[src/hw/rtl/bf5_pkg.sv]
// bf5_pkg: shared constants, register codes and the queue entry type
// for the 5x5 box filter. No dependencies.
`default_nettype none

package bf5_pkg;

    // Geometry and field widths
    localparam int MAX_WIDTH_DEF = 2048;
    localparam int PIX_W         = 8;
    localparam int IW_W          = 12;
    localparam int IH_W          = 16;
    localparam int CFG_W         = 16;
    localparam int CFG_IDX_W     = 1;

    // Register reset values
    localparam logic [IW_W-1:0] WIDTH_RST  = 12'd640;
    localparam logic [IH_W-1:0] HEIGHT_RST = 16'd480;

    // Register indexes
    typedef enum logic [CFG_IDX_W-1:0] {
        REG_IMAGE_WIDTH  = 1'b0,
        REG_IMAGE_HEIGHT = 1'b1
    } cfg_reg_t;

    // Opcodes
    localparam logic OP_PIXEL = 1'b0;
    localparam logic OP_DRAIN = 1'b1;

    // Window and line buffer
    localparam int WIN_DIM  = 5;
    localparam int LB_TAPS  = WIN_DIM - 1;
    localparam int LB_W     = LB_TAPS * PIX_W;
    localparam int TAP_W    = 3;

    // Sums and the divide by 25: floor(x / 25) == (x * 5243) >> 17 for x < 43690
    localparam int VSUM_W      = 11;
    localparam int HSUM_W      = 13;
    localparam int RECIP_W     = 13;
    localparam int PROD_W      = HSUM_W + RECIP_W;
    localparam logic [RECIP_W-1:0] RECIP = 13'd5243;
    localparam int RECIP_SHIFT = 17;

    // Front to back queue
    localparam int Q_DEPTH = 4;

    // Per-transaction control worked out by the front end
    typedef struct packed {
        logic [PIX_W-1:0] sample;  // pixel to push into the line buffer
        logic [TAP_W-1:0] vtop;    // highest usable row tap (rows available above)
        logic [TAP_W-1:0] vbot;    // lowest usable row tap (rows past the bottom edge)
        logic [TAP_W-1:0] htop;    // highest usable column age
        logic [1:0]       hlo;     // lowest usable column age
        logic             emit;    // this transaction produces a result
        logic             last;    // result is the final one of the frame
    } item_ctl_t;

endpackage

`default_nettype wire

[src/hw/rtl/bf5_front.sv]
// bf5_front: configuration registers, input handshake and raster
// bookkeeping; classifies each transaction for the back end. Uses bf5_pkg.
`default_nettype none

module bf5_front #(
    parameter int MAX_WIDTH = bf5_pkg::MAX_WIDTH_DEF
) (
    input  wire logic                             aclk,
    input  wire logic                             aresetn,
    input  wire logic                             cfg_wr_en,
    input  wire logic [bf5_pkg::CFG_IDX_W-1:0]    cfg_index,
    input  wire logic [bf5_pkg::CFG_W-1:0]        cfg_wdata,
    input  wire logic                             s_valid,
    output logic                                  s_ready,
    input  wire logic                             s_opcode,
    input  wire logic [bf5_pkg::PIX_W-1:0]        s_pixel,
    input  wire logic                             q_full,
    output logic                                  push,
    output bf5_pkg::item_ctl_t                    push_ctl,
    output logic      [$clog2(MAX_WIDTH)-1:0]     push_col
);

    localparam int COL_W  = $clog2(MAX_WIDTH);
    localparam int WEFF_W = COL_W + 1;
    localparam int CMP_W  = (bf5_pkg::IW_W > WEFF_W) ? bf5_pkg::IW_W : WEFF_W;
    localparam int LAT_W  = COL_W + 2;
    localparam int ROW_W  = bf5_pkg::IH_W + 1;
    localparam int SUM_W  = WEFF_W + 1;

    logic [bf5_pkg::IW_W-1:0] image_width_reg;
    logic [bf5_pkg::IH_W-1:0] image_height_reg;

    logic [COL_W-1:0]         in_col_reg,   in_col_next;
    logic [ROW_W-1:0]         in_row_reg,   in_row_next;
    logic [COL_W-1:0]         out_col_reg,  out_col_next;
    logic [bf5_pkg::IH_W-1:0] out_row_reg,  out_row_next;
    logic [LAT_W-1:0]         lead_cnt_reg, lead_cnt_next;

    logic [CMP_W-1:0]         wz;
    logic [WEFF_W-1:0]        weff;
    logic [bf5_pkg::IH_W-1:0] heff;
    logic [LAT_W-1:0]         lat;
    logic                     emit;
    logic                     in_wlast;
    logic                     out_wlast;
    logic                     out_hlast;
    logic                     last;
    logic [ROW_W-1:0]         row_p1;
    logic [SUM_W-1:0]         col_p3;

    // Effective geometry: zero reads as one, width saturates at MAX_WIDTH
    assign wz   = (image_width_reg == '0) ? CMP_W'(1) : CMP_W'(image_width_reg);
    assign weff = (wz > CMP_W'(MAX_WIDTH)) ? WEFF_W'(MAX_WIDTH) : WEFF_W'(wz);
    assign heff = (image_height_reg == '0) ? bf5_pkg::IH_W'(1) : image_height_reg;
    assign lat  = LAT_W'({weff, 1'b0}) + LAT_W'(2);

    assign emit      = (lead_cnt_reg == lat);
    assign in_wlast  = (WEFF_W'(in_col_reg) == weff - WEFF_W'(1));
    assign out_wlast = (WEFF_W'(out_col_reg) == weff - WEFF_W'(1));
    assign out_hlast = (out_row_reg == heff - bf5_pkg::IH_W'(1));
    assign last      = emit && out_wlast && out_hlast;

    assign s_ready = !q_full;
    assign push    = s_valid && s_ready;

    assign row_p1 = in_row_reg + ROW_W'(1);
    assign col_p3 = SUM_W'(out_col_reg) + SUM_W'(3);

    // Clamp limits: row taps count back in whole rows from the incoming one,
    // column ages count back in transactions from the incoming one.
    always_comb begin
        push_ctl.sample = (s_opcode == bf5_pkg::OP_DRAIN) ? '0 : s_pixel;
        push_ctl.vtop   = (in_row_reg >= ROW_W'(4)) ? 3'd4 : in_row_reg[2:0];
        push_ctl.vbot   = (row_p1 > ROW_W'(heff)) ? 3'(row_p1 - ROW_W'(heff)) : 3'd0;
        push_ctl.htop   = (out_col_reg >= COL_W'(2)) ? 3'd4 : 3'(out_col_reg) + 3'd2;
        push_ctl.hlo    = (col_p3 > SUM_W'(weff)) ? 2'(col_p3 - SUM_W'(weff)) : 2'd0;
        push_ctl.emit   = emit;
        push_ctl.last   = last;
    end

    assign push_col = in_col_reg;

    always_comb begin
        in_col_next   = in_col_reg;
        in_row_next   = in_row_reg;
        out_col_next  = out_col_reg;
        out_row_next  = out_row_reg;
        lead_cnt_next = lead_cnt_reg;
        if (cfg_wr_en || (push && last)) begin
            in_col_next   = '0;
            in_row_next   = '0;
            out_col_next  = '0;
            out_row_next  = '0;
            lead_cnt_next = '0;
        end else if (push) begin
            if (in_wlast) begin
                in_col_next = '0;
                in_row_next = in_row_reg + ROW_W'(1);
            end else begin
                in_col_next = in_col_reg + COL_W'(1);
            end
            if (!emit) begin
                lead_cnt_next = lead_cnt_reg + LAT_W'(1);
            end else if (out_wlast) begin
                out_col_next = '0;
                out_row_next = out_row_reg + bf5_pkg::IH_W'(1);
            end else begin
                out_col_next = out_col_reg + COL_W'(1);
            end
        end
    end

    always_ff @(posedge aclk) begin
        if (!aresetn) begin
            image_width_reg  <= bf5_pkg::WIDTH_RST;
            image_height_reg <= bf5_pkg::HEIGHT_RST;
            in_col_reg       <= '0;
            in_row_reg       <= '0;
            out_col_reg      <= '0;
            out_row_reg      <= '0;
            lead_cnt_reg     <= '0;
        end else begin
            if (cfg_wr_en) begin
                unique case (bf5_pkg::cfg_reg_t'(cfg_index))
                    bf5_pkg::REG_IMAGE_WIDTH: begin
                        image_width_reg <= cfg_wdata[bf5_pkg::IW_W-1:0];
                    end
                    bf5_pkg::REG_IMAGE_HEIGHT: begin
                        image_height_reg <= cfg_wdata[bf5_pkg::IH_W-1:0];
                    end
                endcase
            end
            in_col_reg   <= in_col_next;
            in_row_reg   <= in_row_next;
            out_col_reg  <= out_col_next;
            out_row_reg  <= out_row_next;
            lead_cnt_reg <= lead_cnt_next;
        end
    end

endmodule

`default_nettype wire

[config.mk]
export PLATFORM = sky130hd
export DESIGN_NAME = bf5_front
export DESIGN_NICKNAME = d
export VERILOG_FILES = /design/src/hw/rtl/bf5_pkg.sv /design/src/hw/rtl/bf5_front.sv
export SDC_FILE = /design/constraint.sdc
export NUM_CORES = 1
export LEC_CHECK = 0
export CORE_ASPECT_RATIO = 1.5
export CORE_UTILIZATION = 45
export CTS_BUF_LIST = sky130_fd_sc_hd__clkbuf_4 sky130_fd_sc_hd__clkbuf_8
export DETAILED_ROUTE_END_ITERATION = 8
export DONT_BUFFER_PORTS = 1
export GPL_TIMING_DRIVEN = 1
export HOLD_SLACK_MARGIN = 0.06
export SLEW_MARGIN = 5
export SYNTH_ARGS = -nofsm -noshare
export SYNTH_HDL_FRONTEND = slang
export SYNTH_SLANG_ARGS = --single-unit
[constraint.sdc]
create_clock -name aclk -period 6.6 [get_ports aclk]
set_clock_uncertainty 0.05 [all_clocks]
set_input_delay 1.32 -clock aclk [delete_from_list [all_inputs] [get_ports aclk]]
set_output_delay 1.32 -clock aclk [all_outputs]
set_load 0.02 [all_outputs]
# Word-level counts from Yosys, hierarchy flattened
# Index checks and enable logic that the tools add are counted.
# W data, S select, Z words.
# word_totals
ff_bits	96
in_bits	31
output_inout_bits	34
word_cells	56
# classes
addsub	12
order_cmp	5
eq_ne	4
mux	10
bitwise_logic	3
n_reduce_logical	15
# ops
op	count
$eq A11 B12 Y1	2
$mux W12	2
$add A11 B1 Y11 const B	2
$mux W11	2
$add A17 B1 Y17 const B	1
$ge A17 B3 Y1 const B	1
$gt A17 B16 Y1	1
$add A16 B1 Y16 const B	1
$eq A16 B16 Y1	1
$logic_not A16 Y1	1
$mux W16	1
$sub A16 B1 Y16 const B	1
$add A13 B1 Y13 const B	1
$add A13 B2 Y13 const B	1
$eq A13 B13 Y1	1
$add A11 B2 Y12 const B	1
$gt A12 B12 Y1	1
$gt A12 B12 Y1 const B	1
$logic_not A12 Y1	1
$sub A12 B1 Y12 const B	1
$ge A11 B2 Y1 const B	1
$reduce_and A2 Y1	5
$mux W3	3
$mux W8	1
other kinds (10)	15

# Longest topological paths before layout
# depth
depth_word	11
ltp_mapped	17
ltp_nobuf	13

# Worst setup path after synthesis
# No wires, ideal clock.
# synth_timing
kind	reg2out
from	reg image_width_reg[11] (netlist name)
to	out push_ctl[0] (netlist name)
t_arrival_ps	3702
required_time_ps	5230
slack_ps	1528
path_stages_with_launch	17
n_path_buf	6
cell_sequence	dfxtp_1 clkbuf_1 clkbuf_1 clkbuf_1 or2_2 ha_1 buf_1 clkbuf_1 nand4_1 o211ai_1 o31ai_1 nor4_1 nand4_1 or4b_1 nor4_1 and3_1 buf_4
# synth_via
elab_chain_len	8
elab_cells_between_ends	10
cone_classes	add/sub: 2; order compare: 1; eq/ne: 2; mux: 2; reduce/logical: 3
# synth_rtl
element	line_no	rtl
from (decl)	bf5_front.sv:30	logic [bf5_pkg::IW_W-1:0] image_width_reg;
from (signal assigned)	bf5_front.sv:115	image_width_reg <= bf5_pkg::WIDTH_RST;
from (signal assigned)	bf5_front.sv:126	image_width_reg <= cfg_wdata[bf5_pkg::IW_W-1:0];
$logic_not A12 Y1	bf5_front.sv:52	assign wz = (image_width_reg == '0) ? CMP_W'(1) : CMP_W'(image_width_reg);
$mux W12 (*)	bf5_front.sv:52	
$gt A12 B12 Y1	bf5_front.sv:53	assign weff = (wz > CMP_W'(MAX_WIDTH)) ? WEFF_W'(MAX_WIDTH) : WEFF_W'(wz);
$mux W12 (*)	bf5_front.sv:53	
$add A13 B2 Y13 / $sub A12 B1 Y12 (equally long branches)	bf5_front.sv:55, bf5_front.sv:59	
$eq A13 B13 Y1 / $eq A11 B12 Y1 (equally long branches)	bf5_front.sv:57, bf5_front.sv:59	
$logic_and A1 B1 Y1 (*) (2 in a row)	bf5_front.sv:61	assign last = emit && out_wlast && out_hlast;
to (decl)	bf5_front.sv:19	output bf5_pkg::item_ctl_t push_ctl,
# Every way passes the cells marked *; elsewhere a longest branch is shown, timed or not.

==> reports/qor.yml <==
timing:
  hold_violations: 0
  fin_crit_share_pct: 90.81
  max-slew-margin-rel_pct: 31.48
  setup_tns_final_ps: 0
  tightest_slew_ps: 1025
  period_minus_slack_ps: 5993
  rsz0062_at_grt: "no"
  drv_slew: 0
  max_freq_mhz: 166.9
  final-setup-viol-count: 0
critical_path:
  crit_path_max_incr_delay_ps: 760
  critical_path.slowest_cell: "dfxtp_1"
  critical_path_arrival_ps: 4620
  criticalPathCategory: "reg -> out"
  timing.critical_path.mode_cell: "nor4_1"
  timing.critical_path.max_delay_family: "simple AND/OR/NAND/NOR gates"
  critical_path.cell_chain: "nor4_1 > a31oi_1 > or2_2 > ha_2 > inv_1 > buf_4 > a31oi_1 > nand2_1 > nor4_1 > nand4_1 > or4b_1 > nor4_1 > and3_1"
  critPathRequiredTime_ps: 5230
  critical_path.max_fanout: 23
  critPathBufInv: 2
  critPathCaptureType: "primary output"
  start_kind: "register"
layout:
  top_library_cells_by_usage_in_the_layout_fill_and_taps_aside: "nand2_1, dfxtp_1, nor2_1, xnor2_1, xor2_1"
  final.fill_count: 1719
  antennaDiodeCount: 0
  mostFrequentLayoutCell: "nand2_1"
  flow.area_growth_from_synthesis_pct: 4.014
  design.final.nets: 1028
  largest_register_ff_count: 17
  final_cells: 1168
  layout-drive-gt1-share_pct: 6.263
routing:
  detail_route.wl_per_cell_um: 18.86
  vias: 6959
  drc: 0
  postRouteAntennaNets: 0
  drt_first_pass_iters: 6
  drt-initial-drc-count: 394
  detail_route.wirelength_um: 22030
  avgViaCountPerCell: 5.958
yosys:
  yosysTopAreaCellShare_pct: 24.86
  synth_area_leaders: "dfxtp_1, xnor2_1, ha_1, xor2_1, nand2_1"
  mappedNetlistArea_um2: 7730
  yosys_warnings: 0
  ys_seq_area_share_pct: 24.86
  yosys_register_bits: 96
  synth_async_sr_flop_share_pct: 0
  synth_top_area_cell: "dfxtp_1"
  synth_enable_flop_cells: 0
  syn_avg_cell_area_um2: 7.777
  synth.distinct_cells: 75
  syn-num-nets: 1069
  dominantRegCellSynth: "dfxtp_1"
  postSynthCellCount: 994
clocking:
  clock_tree.htree_level_count: 3
  clk_path_buf_depth: 2
  worst_skew_pair.late_latency_ps: 380
  clkTransAtPathRegs_ps: 90
  numCtsBuffers: 9
  holdBufCountCts: 0
  cts_root_buf: "clkbuf_8"
  cts.repair_timing.setup_buffer_count: 0
  cts_sinks: 96
  cts_tree: "yes"
global_routing:
  via_count_of_the_first_global_routing_pass: 6749
  grt.overflow.total: 0
  pin_count_of_the_biggest_net_entering_global_routing: 48
  grt.total_usage_pct: 26.10
  antenna_found_initial: 0
  first_pass_grt_wire_length_um: 35470
power_and_ir_drop:
  vdd.ir_drop.worst_uv: 112.3
  leakagePower_nw: 3.041
  power.density_nw_per_um2: 154.2
placement:
  dp.final_hpwl_um: 16830
  port_buffers: 0
  gp_congestion: 0.8955
  place_inst: 1152
die:
  fp.dieH_um: 162.5
  coreArea_um2: 16760
  io_pins: 65
  rows: 58
  starting_density_pct: 46.11
  die_area_um2: 17720
  die_width_um: 109.0
run_status:
  status: "finished clean"
flow_run:
  drv_cap: 0
hold_path:
  hold_crit_path_type: "reg -> reg"
-- final cells by class --
cell class | instances | area (µm²) | share of cell area [%]
timing repair buffer | 13 | 97.59 | 1.214
sequential | 96 | 1922 | 23.90
tap | 210 | 262.8 | 3.268
clock buffer | 10 | 131.4 | 1.634
multi-input combinational | 791 | 5378 | 66.88
clock inverter | 6 | 91.34 | 1.136
inverter | 42 | 157.7 | 1.961
-- repair_timing --
item,CTS,global route
resized for setup,0,1
hold endpoints to repair,0,0
endpoints found under the setup margin,0,1
-- power breakdown --
| group | switching [mW] | leakage, nW | total, mW | internal (mW) |
|---|---|---|---|---|
| clock network | 0.222 | 0.103 | 0.441 | 0.219 |
| logic | 0.121 | 2.16 | 0.192 | 0.0712 |
| registers | 0.0187 | 0.777 | 0.607 | 0.588 |
-- kinds of logic (layout without fill, tap and decap cells) --
| kind of cell | count (synthesis) | in the layout | share of synthesized area [%] |
|---|---|---|---|
| adders and majority gates | 44 | 44 | 7.316 |
| and+or+nand+nor | 456 | 456 | 31.90 |
| muxes | 8 | 8 | 1.052 |
| xor gates and xnor gates | 122 | 122 | 14.02 |
| AOI/OAI and AO/OA | 161 | 161 | 15.10 |
| DFF | 96 | 96 | 24.86 |
| buffers and inverters | 107 | 71 | 5.746 |
-- metal layers --
layer  share of wire [%]  routed length [µm]  up-vias  global-route usage [%]
met2                  53               11620      171                   47.91
li1                    -                   -     3457                       -
met4                 4.8                1058        0                   12.59
met5                   0                   0        -                       0
met3                 4.1                 905       59                   4.962
met1                  38                8439     3272                   27.90
-- per-stage QoR --
| stage | power [mW] | instance area, µm² | util, % | hold WS (ps) | worst slack, ps |
|---|---|---|---|---|---|
| 5_1_grt | 1.300 | 8040 | 47.96 | 504.9 | 277.5 |
| 4_1_cts | 1.253 | 8038 | 47.95 | 457.3 | 375.8 |
| 2_1_floorplan | 0.7650 | 7730 | - | 416.9 | 1528 |
| 6_report | 1.240 | 8040 | 47.96 | 454.6 | 606.8 |
| 3_3_place_gp | 0.8090 | 7815 | 46.62 | 441.5 | 908.6 |
| 3_5_place_dp | 0.8100 | 7815 | 46.62 | 442.5 | 815.8 |
-- tightest hold or removal path: cells and delay by family (launching register included) --
| family | cells | cell delay (ps) |
|---|---|---|
| simple gates | 1 | 50 |
| flops | 1 | 340 |
| compound gates | 1 | 70 |
-- Yosys cell counts (8+ instances only) --
library cell / n
o2111ai_1: 10
o211ai_1: 8
nand2_1: 101
a21boi_0: 24
ha_1: 42
buf_4: 8
a211o_1: 9
and2_1: 8
clkbuf_1: 46
nand2b_1: 12
or3_1: 11
nor2_1: 93
xnor2_1: 61
inv_1: 42
and3_1: 21
o21ai_0: 19
nor4_1: 29
nor3_1: 36
o31ai_1: 8
nand4_1: 29
nand3_1: 41
xor2_1: 60
a21oi_1: 33
nor2b_1: 21
dfxtp_1: 96
-- worst paths after layout --
kind	from	endpoint	slack, ps	cells past startpoint
worst max register to register	image_width_reg[8]	out_row_reg[6]	1560	13
worst min-delay path	image_height_reg[0]	image_height_reg[0]	450	2
worst max-delay path	image_width_reg[8]	push_ctl[0]	610	13
worst min register to register	image_height_reg[0]	image_height_reg[0]	450	2
Note: power is estimated with default switching activity, not from simulation.
