### config.mk
export PLATFORM = sky130hd
export DESIGN_NAME = bf5_queue
export DESIGN_NICKNAME = d
export VERILOG_FILES = /design/src/hw/rtl/bf5_pkg.sv /design/src/hw/rtl/bf5_queue.sv
export SDC_FILE = /design/constraint.sdc
export NUM_CORES = 1
export LEC_CHECK = 0
export ABC_CLOCK_PERIOD_IN_PS = 2500
export BUFFER_PORTS_ARGS = -buffer_cell sky130_fd_sc_hd__buf_4
export CAP_MARGIN = 30
export CORE_AREA = 2 2 100 102
export CTS_BUF_LIST = sky130_fd_sc_hd__clkbuf_2 sky130_fd_sc_hd__clkbuf_4 sky130_fd_sc_hd__clkbuf_8
export CTS_CLUSTER_DIAMETER = 60
export DETAILED_ROUTE_END_ITERATION = 10
export DIE_AREA = 0 0 102 104
export HOLD_SLACK_MARGIN = 0.06
export PLACE_DENSITY = 0.77
export SYNTH_ARGS = -nofsm -noshare
export SYNTH_HDL_FRONTEND = slang
export SYNTH_SLANG_ARGS = --single-unit
### constraint.sdc
create_clock -name aclk -period 2.5 [get_ports aclk]
set_input_delay 0.25 -clock aclk [delete_from_list [all_inputs] [get_ports aclk]]
set_output_delay 0.25 -clock aclk [all_outputs]
set_load 0.005 [all_outputs]
### src/hw/rtl/bf5_pkg.sv
// bf5_pkg: shared constants, register codes and the queue entry type
// for the 5x5 box filter. No dependencies.
`default_nettype none

package bf5_pkg;

    // Geometry and field widths
    localparam int MAX_WIDTH_DEF = 2048;
    localparam int PIX_W         = 8;
    localparam int IW_W          = 12;
    localparam int IH_W          = 16;
    localparam int CFG_W         = 16;
    localparam int CFG_IDX_W     = 1;

    // Register reset values
    localparam logic [IW_W-1:0] WIDTH_RST  = 12'd640;
    localparam logic [IH_W-1:0] HEIGHT_RST = 16'd480;

    // Register indexes
    typedef enum logic [CFG_IDX_W-1:0] {
        REG_IMAGE_WIDTH  = 1'b0,
        REG_IMAGE_HEIGHT = 1'b1
    } cfg_reg_t;

    // Opcodes
    localparam logic OP_PIXEL = 1'b0;
    localparam logic OP_DRAIN = 1'b1;

    // Window and line buffer
    localparam int WIN_DIM  = 5;
    localparam int LB_TAPS  = WIN_DIM - 1;
    localparam int LB_W     = LB_TAPS * PIX_W;
    localparam int TAP_W    = 3;

    // Sums and the divide by 25: floor(x / 25) == (x * 5243) >> 17 for x < 43690
    localparam int VSUM_W      = 11;
    localparam int HSUM_W      = 13;
    localparam int RECIP_W     = 13;
    localparam int PROD_W      = HSUM_W + RECIP_W;
    localparam logic [RECIP_W-1:0] RECIP = 13'd5243;
    localparam int RECIP_SHIFT = 17;

    // Front to back queue
    localparam int Q_DEPTH = 4;

    // Per-transaction control worked out by the front end
    typedef struct packed {
        logic [PIX_W-1:0] sample;  // pixel to push into the line buffer
        logic [TAP_W-1:0] vtop;    // highest usable row tap (rows available above)
        logic [TAP_W-1:0] vbot;    // lowest usable row tap (rows past the bottom edge)
        logic [TAP_W-1:0] htop;    // highest usable column age
        logic [1:0]       hlo;     // lowest usable column age
        logic             emit;    // this transaction produces a result
        logic             last;    // result is the final one of the frame
    } item_ctl_t;

endpackage

`default_nettype wire

### src/hw/rtl/bf5_queue.sv
// bf5_queue: small register FIFO between the front and back ends.
// Uses bf5_pkg for the default depth.
`default_nettype none

module bf5_queue #(
    parameter int DATA_W = 32,
    parameter int DEPTH  = bf5_pkg::Q_DEPTH
) (
    input  wire logic              aclk,
    input  wire logic              aresetn,
    input  wire logic              push,
    input  wire logic [DATA_W-1:0] push_data,
    input  wire logic              pop,
    output logic      [DATA_W-1:0] pop_data,
    output logic                   full,
    output logic                   empty
);

    localparam int PTR_W = $clog2(DEPTH);
    localparam int CNT_W = PTR_W + 1;

    logic [DATA_W-1:0] buf_reg [0:DEPTH-1];
    logic [PTR_W-1:0]  wr_ptr_reg, wr_ptr_next;
    logic [PTR_W-1:0]  rd_ptr_reg, rd_ptr_next;
    logic [CNT_W-1:0]  cnt_reg,    cnt_next;
    logic              do_push;
    logic              do_pop;

    assign full     = (cnt_reg == CNT_W'(DEPTH));
    assign empty    = (cnt_reg == '0);
    assign do_push  = push && !full;
    assign do_pop   = pop && !empty;
    assign pop_data = buf_reg[rd_ptr_reg];

    always_comb begin
        wr_ptr_next = wr_ptr_reg;
        rd_ptr_next = rd_ptr_reg;
        cnt_next    = cnt_reg;
        if (do_push) begin
            wr_ptr_next = (wr_ptr_reg == PTR_W'(DEPTH - 1)) ? '0 : wr_ptr_reg + PTR_W'(1);
        end
        if (do_pop) begin
            rd_ptr_next = (rd_ptr_reg == PTR_W'(DEPTH - 1)) ? '0 : rd_ptr_reg + PTR_W'(1);
        end
        if (do_push && !do_pop) begin
            cnt_next = cnt_reg + CNT_W'(1);
        end else if (do_pop && !do_push) begin
            cnt_next = cnt_reg - CNT_W'(1);
        end
    end

    always_ff @(posedge aclk) begin
        if (!aresetn) begin
            wr_ptr_reg <= '0;
            rd_ptr_reg <= '0;
            cnt_reg    <= '0;
        end else begin
            wr_ptr_reg <= wr_ptr_next;
            rd_ptr_reg <= rd_ptr_next;
            cnt_reg    <= cnt_next;
        end
    end

    always_ff @(posedge aclk) begin
        if (do_push) begin
            buf_reg[wr_ptr_reg] <= push_data;
        end
    end

endmodule

`default_nettype wire

== After elaboration in Yosys (flattened, before gate mapping) ==
Memory sizes are Yosys's and may differ from the RTL's. A register that Yosys moved wholly into a read port is not among the register bits.
Cells that the tools add are included.
Widths: inputs -> output; s select.

* Register bits: 7
* Latch bits: 0
* Bits in writable memories: 128
* Bits in read-only memories: 0
* Input bits: 36
* Output and inout port bits: 34
* Memories kept: 1

* $add $sub $neg: 4
* $mul: 0
* Div/mod/pow operators: 0
* Magnitude comparators: 0
* Eq/ne operators: 3
* Shift operators: 0
* Mux-type cells: 8
* Bitwise operators: 0
* Reduce and logical (&&, ||, !) cells: 10

{| class="wikitable"
|+ Memory list
! memory !! words !! width !! read ports !! clocked after memory_dff !! wr ports !! RTL line !! RTL
|-
| buf_reg || 4 || 32 || 1 || 1 || 1 || bf5_queue.sv:22 || <nowiki>logic [DATA_W-1:0] buf_reg [0:DEPTH-1];</nowiki>
|}

{| class="wikitable"
|+ Operator list
! kind !! count
|-
| $mux 2 || 4
|-
| $mux 3 || 2
|-
| $add 2x1->2 const B || 2
|-
| $eq 2x2->1 const B || 2
|-
| $logic_and 1x1->1 || 4
|-
| $logic_not 1->1 || 4
|-
| $add 3x1->3 const B || 1
|-
| $eq 3x3->1 const B || 1
|-
| $logic_not 3->1 || 1
|-
| $sub 3x1->3 const B || 1
|-
| $mux 1 || 2
|-
| $reduce_bool 2->1 || 1
|}

== Logic depth before layout (Yosys ltp) ==
Gate-level depths: netlist (run 1).

* Word-level depth: 7
* Depth in mapped cells: 9

== Least setup slack after synthesis (run 1) ==
Ideal clock, no wire load.

* Path type: register -> register
* Start: register cnt_reg[0]
* End: register cnt_reg[2]
* Library setup time: 0.076 ns
* Data arrival time: 2.036 ns
* Path slack: 0.388 ns
* Stages on the path, launching flop included: 8
* Buffers on the path: 0
* Clock period less this slack: 2.112 ns
* Cell sequence: dfxtp_1 > o31ai_1 > ha_1 > inv_1 > fa_1 > xor2_1 > or3_1 > a21boi_0

* Cells in the longest elaborated chain, start to end: 6

{| class="wikitable"
|+ Ends and longest elaborated chain
! element !! RTL line !! RTL
|-
| from (decl) || bf5_queue.sv:25 || <nowiki>logic [CNT_W-1:0] cnt_reg, cnt_next;</nowiki>
|-
| from (signal assigned) || bf5_queue.sv:60 || <nowiki>cnt_reg <= cnt_next;</nowiki>
|-
| branches (longest 6 deep; another with $sub 3x1->3) || - ||
|}

Parallel ways; which one is timed is not known. The select of a mux whose other input is x is not followed.
A chain may end at the register's enable or synchronous reset.

==> results.sh, run 1 <==
export IMPL_wl_per_cell_um=18.54
export IMPL_cts_path_max_buffers=2
export IMPL_rr_worst_depth=7
export IMPL_drt_first_iter_violations=134
export IMPL_ys_seq_elements=137
export IMPL_insertion_delay_ns=0.43
export IMPL_avgSynthCellArea_um2=23.57
export IMPL_syn_num_nets=261
export IMPL_dieArea_um2=10610
export IMPL_cpMaxStageDelayCell="mux4_1"
export IMPL_drcViolationCount=0
export IMPL_required_ns=2.25
export IMPL_port_buffers=69
export IMPL_grt_pass1_vias=2752
export IMPL_first_pass_iters=4
export IMPL_grt_use_total_pct=18.30
export IMPL_clock_skew_final_ns=0.005805
export IMPL_hold_start="aresetn"
export IMPL_final_core_util_pct=69.50
export IMPL_grt_overflow_total=0
export IMPL_post_cts_setup_buffers=0
export IMPL_n_antenna_cell=0
export IMPL_crit_fanout=8
export IMPL_vdd_ir_drop_worst_mv=0.5392
export IMPL_die_height_um=104
export IMPL_clock_fmax_ghz=0.4659
export IMPL_vias_per_cell=5.140
export IMPL_ys_types=25
export IMPL_hpwl_um=5315
export IMPL_largest_reg_flops=128
export IMPL_path_clk_slew_ns=0.07
export IMPL_regToRegSetupSlack_ns=0.36
export IMPL_end_kind="primary output"
export IMPL_die_w_um=102
export IMPL_finalHoldViolCount=0
export IMPL_postLayoutCellArea_um2=6636
export IMPL_vias=2503
export IMPL_cts_sinks=137
export IMPL_critical_path_class="flip-flop to primary output"
export IMPL_cts_root_buf="clkbuf_8"
export IMPL_nets=384
export IMPL_finalCritPeriodShare_pct=85.86
export IMPL_num_rows=36
export IMPL_status="finished clean"
export IMPL_yosys_warnings=0
export IMPL_cellPowerDensity_nw_per_um2=961.5
export IMPL_wl_met1_um=3601
export IMPL_power_leakage_nw=2.327
export IMPL_htreeDepth=4
export IMPL_routed_wl_um=9029
export IMPL_r2r_end="cnt_reg[2]$_SDFFE_PN0P_"
export IMPL_slowest_delay_ns=0.58
export IMPL_cts_made_buffers=17
export IMPL_cp_cell_sequence="buf_4 > mux4_1 > buf_4"
export IMPL_holdPathStages=2
export IMPL_post_cts_resized=0
export IMPL_met2_length_um=4889
export IMPL_crit_top_cell="buf_4"
export IMPL_drive_gt1_share_pct=41.53
export IMPL_worstPathArrival_ns=1.90
export IMPL_layout_commonest_cell="edfxtp_1"
export IMPL_area_delta_synth_final_pct=29.15
export IMPL_worstSetupStartpointType="flip-flop"
export IMPL_highest_layer="met4"
export IMPL_tightestPinTransition_ns=0.4558
export IMPL_tns_ns=0
export IMPL_core_area_um2=9549
export IMPL_yosysSeqAreaShare_pct=78.31
export IMPL_nFillCells=610
export IMPL_drtAntennaViolNets=0
export IMPL_placed_area_um2=5876
export IMPL_worst_hold_path_endpoint="cnt_reg[0]$_SDFFE_PN0P_"
export IMPL_slew_headroom_pct=69.61
export IMPL_rsz0062_at_grt="false"
export IMPL_cts_tree="done"
export IMPL_final_setup_viol_count=0
export IMPL_syn_inst=218
export IMPL_grt_pass1_wl_um=13870
export IMPL_hold_class="primary input to flip-flop"
export IMPL_syn_cell_area_um2=5139
export IMPL_grt_max_degree=20
export IMPL_dr_wl_met3_um=374
export IMPL_start_util_pct=53.81
export IMPL_io_pin_count=70
export IMPL_antenna_found_initial=0
export IMPL_min_period_ns=2.147
export IMPL_slew_violations=0
export IMPL_gp_congestion=0.7118
export IMPL_final_cell_mix="128 x edfxtp_1, 77 x buf_4, 32 x dlygate4sd3_1"
export IMPL_rr_startpoint="cnt_reg[0]$_SDFFE_PN0P_"
export IMPL_max_cap_violations=0
cells by family after synthesis:
logic type,count (synthesis),share of synthesized area (%)
flops,137,78.31
buf+inv,12,2.070
fa+ha+maj,7,1.850
simple gates,20,2.094
mux,35,14.76
xor+xnor,2,0.3409
compound gates,5,0.5844
worst max-delay path by stage:
stage                     cells past startpoint  slack, ns                      end                     from
after global routing                          7       0.21  cnt_reg[2]$_SDFFE_PN0P_  cnt_reg[1]$_SDFFE_PN0P_
after detailed placement                      7       0.39  cnt_reg[2]$_SDFFE_PN0P_  cnt_reg[0]$_SDFFE_PN0P_
after global placement                        7       0.51  cnt_reg[2]$_SDFFE_PN0P_  cnt_reg[0]$_SDFFE_PN0P_
final                                         3       0.35             pop_data[22]                flip-flop
after CTS                                     3       0.28             pop_data[22]                flip-flop
after floorplan                               7       0.39  cnt_reg[2]$_SDFFE_PN0P_  cnt_reg[0]$_SDFFE_PN0P_
what timing repair did:
action | CTS | global route
hold buffers | 32 | 0
hold endpoints to repair | 128 | 0
setup endpoints to repair | 0 | 0
layer usage:
| layer | vias to the layer above | GRT usage, % |
|---|---|---|
| met3 | 18 | 5.712 |
| li1 | 1146 | - |
| met4 | 0 | 8.000 |
| met5 | - | 0 |
| met2 | 53 | 31.25 |
| met1 | 1286 | 20.99 |
report_power, final:
part | total [W] | internal, W | switching [W]
Clock | 0.00197 | 0.00117 | 0.000798
Sequential | 0.00293 | 0.00280 | 0.000131
Combinational | 0.00148 | 0.000888 | 0.000597
synth_stat cells:
library cell / count / share of area (%)
buf_2: 4 / 0.39
nor3_1: 1 / 0.097
inv_1: 3 / 0.22
buf_12: 3 / 1.2
xor2_1: 1 / 0.17
nand2_1: 6 / 0.44
or3_1: 1 / 0.12
and2_1: 5 / 0.61
nor2_1: 2 / 0.15
edfxtp_1: 128 / 75
mux2i_1: 3 / 0.58
o21ai_0: 3 / 0.29
nor2b_1: 2 / 0.24
o31ai_1: 1 / 0.15
a21boi_0: 1 / 0.15
dfxtp_1: 9 / 3.5
clkbuf_1: 1 / 0.073
mux4_1: 2 / 1.0
fa_1: 1 / 0.39
nand3_1: 2 / 0.19
xnor2_1: 1 / 0.17
ha_1: 6 / 1.5
mux4_2: 30 / 13
nor3b_2: 1 / 0.24
buf_6: 1 / 0.22
final cells by class:
class	count	area, µm²	share of cell area [%]
Tap cell	133	166.4	2.508
Clock inverter	15	206.4	3.111
Timing Repair Buffer	113	978.4	14.74
Multi-Input combinational cell	69	1013	15.27
Sequential cell	137	4026	60.67
Clock buffer	17	234.0	3.526
Inverter	3	11.26	0.1697
critical path: cells and delay by family, from the launching register on:
family	cells	cell delay (ns)
buffers and inverters	2	0.41
multiplexers	1	0.58
flip-flops	1	0.47
stage by stage:
stage                     hold WS, ns  cells  power, W  worst slack, ns
after floorplan                0.3489    218  0.003805           0.3880
after global placement         0.4491    423  0.004400           0.5080
after detailed placement       0.4524    423  0.004439           0.3947
after CTS                     0.09060    487  0.006448           0.2774
after global routing           0.1202    487  0.006663           0.2104
final                          0.1130    487  0.006381           0.3534
(Power assumes the default switching activity.)
==> run 2: changes to the inputs <==
--- a/config.mk
+++ b/config.mk
@@ -15,6 +15,7 @@
 export DIE_AREA = 0 0 102 104
 export HOLD_SLACK_MARGIN = 0.06
 export PLACE_DENSITY = 0.77
+export REMOVE_ABC_BUFFERS = 1
 export SYNTH_ARGS = -nofsm -noshare
 export SYNTH_HDL_FRONTEND = slang
 export SYNTH_SLANG_ARGS = --single-unit
==> run 2 against run 1 <==
Effect of this change: combinational power about the same; clock power down 14%; register-to-register slack better by 0.03 ns; global-route usage down 1.0 points; highest routed layer unchanged; fmax down 0.29%; power down 5.2%; die area unchanged; final area down 1.6%; via count about the same; final cell count down 0.21%; wire length down 3.8%; first-iteration DRC count down 37%; largest power group unchanged.
==> results.sh, run 2 (synthesis gave the netlist of run 1 again) <==
export IMPL_power_leakage_nw=2.289
export IMPL_grt_use_total_pct=17.30
export IMPL_core_area_um2=9549
export IMPL_grt_max_degree=33
export IMPL_clock_fmax_ghz=0.4645
export IMPL_cts_sinks=137
export IMPL_placed_cells=422
export IMPL_cp_cell_sequence="buf_4 > mux4_1 > buf_4"
export IMPL_cts_made_buffers=17
export IMPL_cts_tree="done"
export IMPL_rr_worst_depth=7
export IMPL_postCtsHoldBufs=32
export IMPL_placed_area_um2=5831
export IMPL_grt_pass1_wl_um=13170
export IMPL_insertion_delay_ns=0.43
export IMPL_clock_skew_final_ns=0.01014
export IMPL_tightestPinTransition_ns=0.4878
export IMPL_finalHoldViolCount=0
export IMPL_cellPowerDensity_nw_per_um2=926.0
export IMPL_hpwl_um=5327
export IMPL_rsz0062_at_grt="false"
export IMPL_die_height_um=104
export IMPL_cts_path_max_buffers=2
export IMPL_required_ns=2.25
export IMPL_worstSetupStartpointType="flip-flop"
export IMPL_slew_headroom_pct=67.48
export IMPL_hold_class="primary input to flip-flop"
export IMPL_dieArea_um2=10610
export IMPL_cts_root_buf="clkbuf_8"
export IMPL_num_rows=36
export IMPL_status="finished clean"
export IMPL_cpMaxStageDelayCell="mux4_1"
export IMPL_grt_overflow_total=0
export IMPL_slowest_delay_ns=0.62
export IMPL_holdPathStages=2
export IMPL_gp_congestion=0.6641
export IMPL_max_cap_violations=0
export IMPL_drcViolationCount=0
export IMPL_nets=383
export IMPL_tns_ns=0
export IMPL_htreeDepth=4
export IMPL_n_antenna_cell=0
export IMPL_final_cell_mix="128 x edfxtp_1, 79 x buf_4, 32 x dlygate4sd3_1"
export IMPL_wl_per_cell_um=17.87
export IMPL_layout_commonest_cell="edfxtp_1"
export IMPL_antenna_found_initial=0
export IMPL_drt_first_iter_violations=84
export IMPL_die_w_um=102
export IMPL_worstPathArrival_ns=1.90
export IMPL_vdd_ir_drop_worst_mv=0.5155
export IMPL_first_pass_iters=4
export IMPL_vias_per_cell=5.152
export IMPL_slew_violations=0
export IMPL_drive_gt1_share_pct=41.93
export IMPL_port_buffers=69
export IMPL_io_pin_count=70
export IMPL_critical_path_class="flip-flop to primary output"
export IMPL_finalCritPeriodShare_pct=86.11
export IMPL_grt_pass1_vias=2596
export IMPL_min_period_ns=2.153
export IMPL_postLayoutCellArea_um2=6530
export IMPL_drtAntennaViolNets=0
export IMPL_rr_startpoint="cnt_reg[0]$_SDFFE_PN0P_"
export IMPL_end_kind="primary output"
export IMPL_regToRegSetupSlack_ns=0.39
export IMPL_vias=2504
export IMPL_final_setup_viol_count=0
export IMPL_post_cts_resized=0
export IMPL_path_clk_slew_ns=0.07
export IMPL_largest_reg_flops=128
export IMPL_routed_wl_um=8686
export IMPL_fin_cells=486
export IMPL_hold_start="aresetn"
export IMPL_start_util_pct=53.81
export IMPL_r2r_end="cnt_reg[2]$_SDFFE_PN0P_"
export IMPL_worst_hold_path_endpoint="cnt_reg[0]$_SDFFE_PN0P_"
export IMPL_crit_top_cell="buf_4"
export IMPL_area_delta_synth_final_pct=27.08
export IMPL_post_cts_setup_buffers=0
export IMPL_crit_fanout=21
-- run 2: how the worst max path moves through the flow --
stage / start / end / slack [ns] / depth (start not counted)
final: flip-flop / pop_data[22] / 0.35 / 3
after global routing: flip-flop / pop_data[22] / 0.22 / 3
after CTS: flip-flop / pop_data[22] / 0.29 / 3
after detailed placement: cnt_reg[1]$_SDFFE_PN0P_ / cnt_reg[2]$_SDFFE_PN0P_ / 0.38 / 7
after global placement: cnt_reg[0]$_SDFFE_PN0P_ / cnt_reg[2]$_SDFFE_PN0P_ / 0.50 / 7
after floorplan: flip-flop / pop_data[21] / 0.11 / 1
-- run 2: cell type report --
class,count,area [µm²]
fillers,624,3019
well taps,133,166.4
flip-flops and latches,137,4026
multi-input cells,69,1013
inverters,3,11.26
clock buffers,23,279.0
clock inverters,9,100.1
repair buffers,112,933.4
-- run 2: layer usage --
layer  track usage, %  share of wire, %
met1            21.43                41
met2            28.24                52
met3            5.175               5.0
met4            7.429               1.8
met5                0                 0
-- run 2: report_power, final --
group	switching (W)	internal (W)
clock	0.000749	0.000942
sequential	0.0000978	0.00280
combinational	0.000619	0.000841
-- run 2: per-stage QoR --
step | setup WS [ns] | power [W] | utilization (%) | hold WS [ns]
after floorplan | 0.1134 | 0.003696 | - | 0.3489
after detailed placement | 0.3816 | 0.004390 | 61.06 | 0.4550
after global placement | 0.4997 | 0.004347 | 61.06 | 0.4503
final | 0.3471 | 0.006047 | 68.38 | 0.1138
after CTS | 0.2899 | 0.006112 | 68.38 | 0.09688
after global routing | 0.2168 | 0.006329 | 68.38 | 0.1090
-- run 2: critical path: cells and delay by family, from the launching register on --
family / cells / cell delay [ns]
flip-flops: 1 / 0.32
multiplexers: 1 / 0.62
buffers and inverters: 2 / 0.53
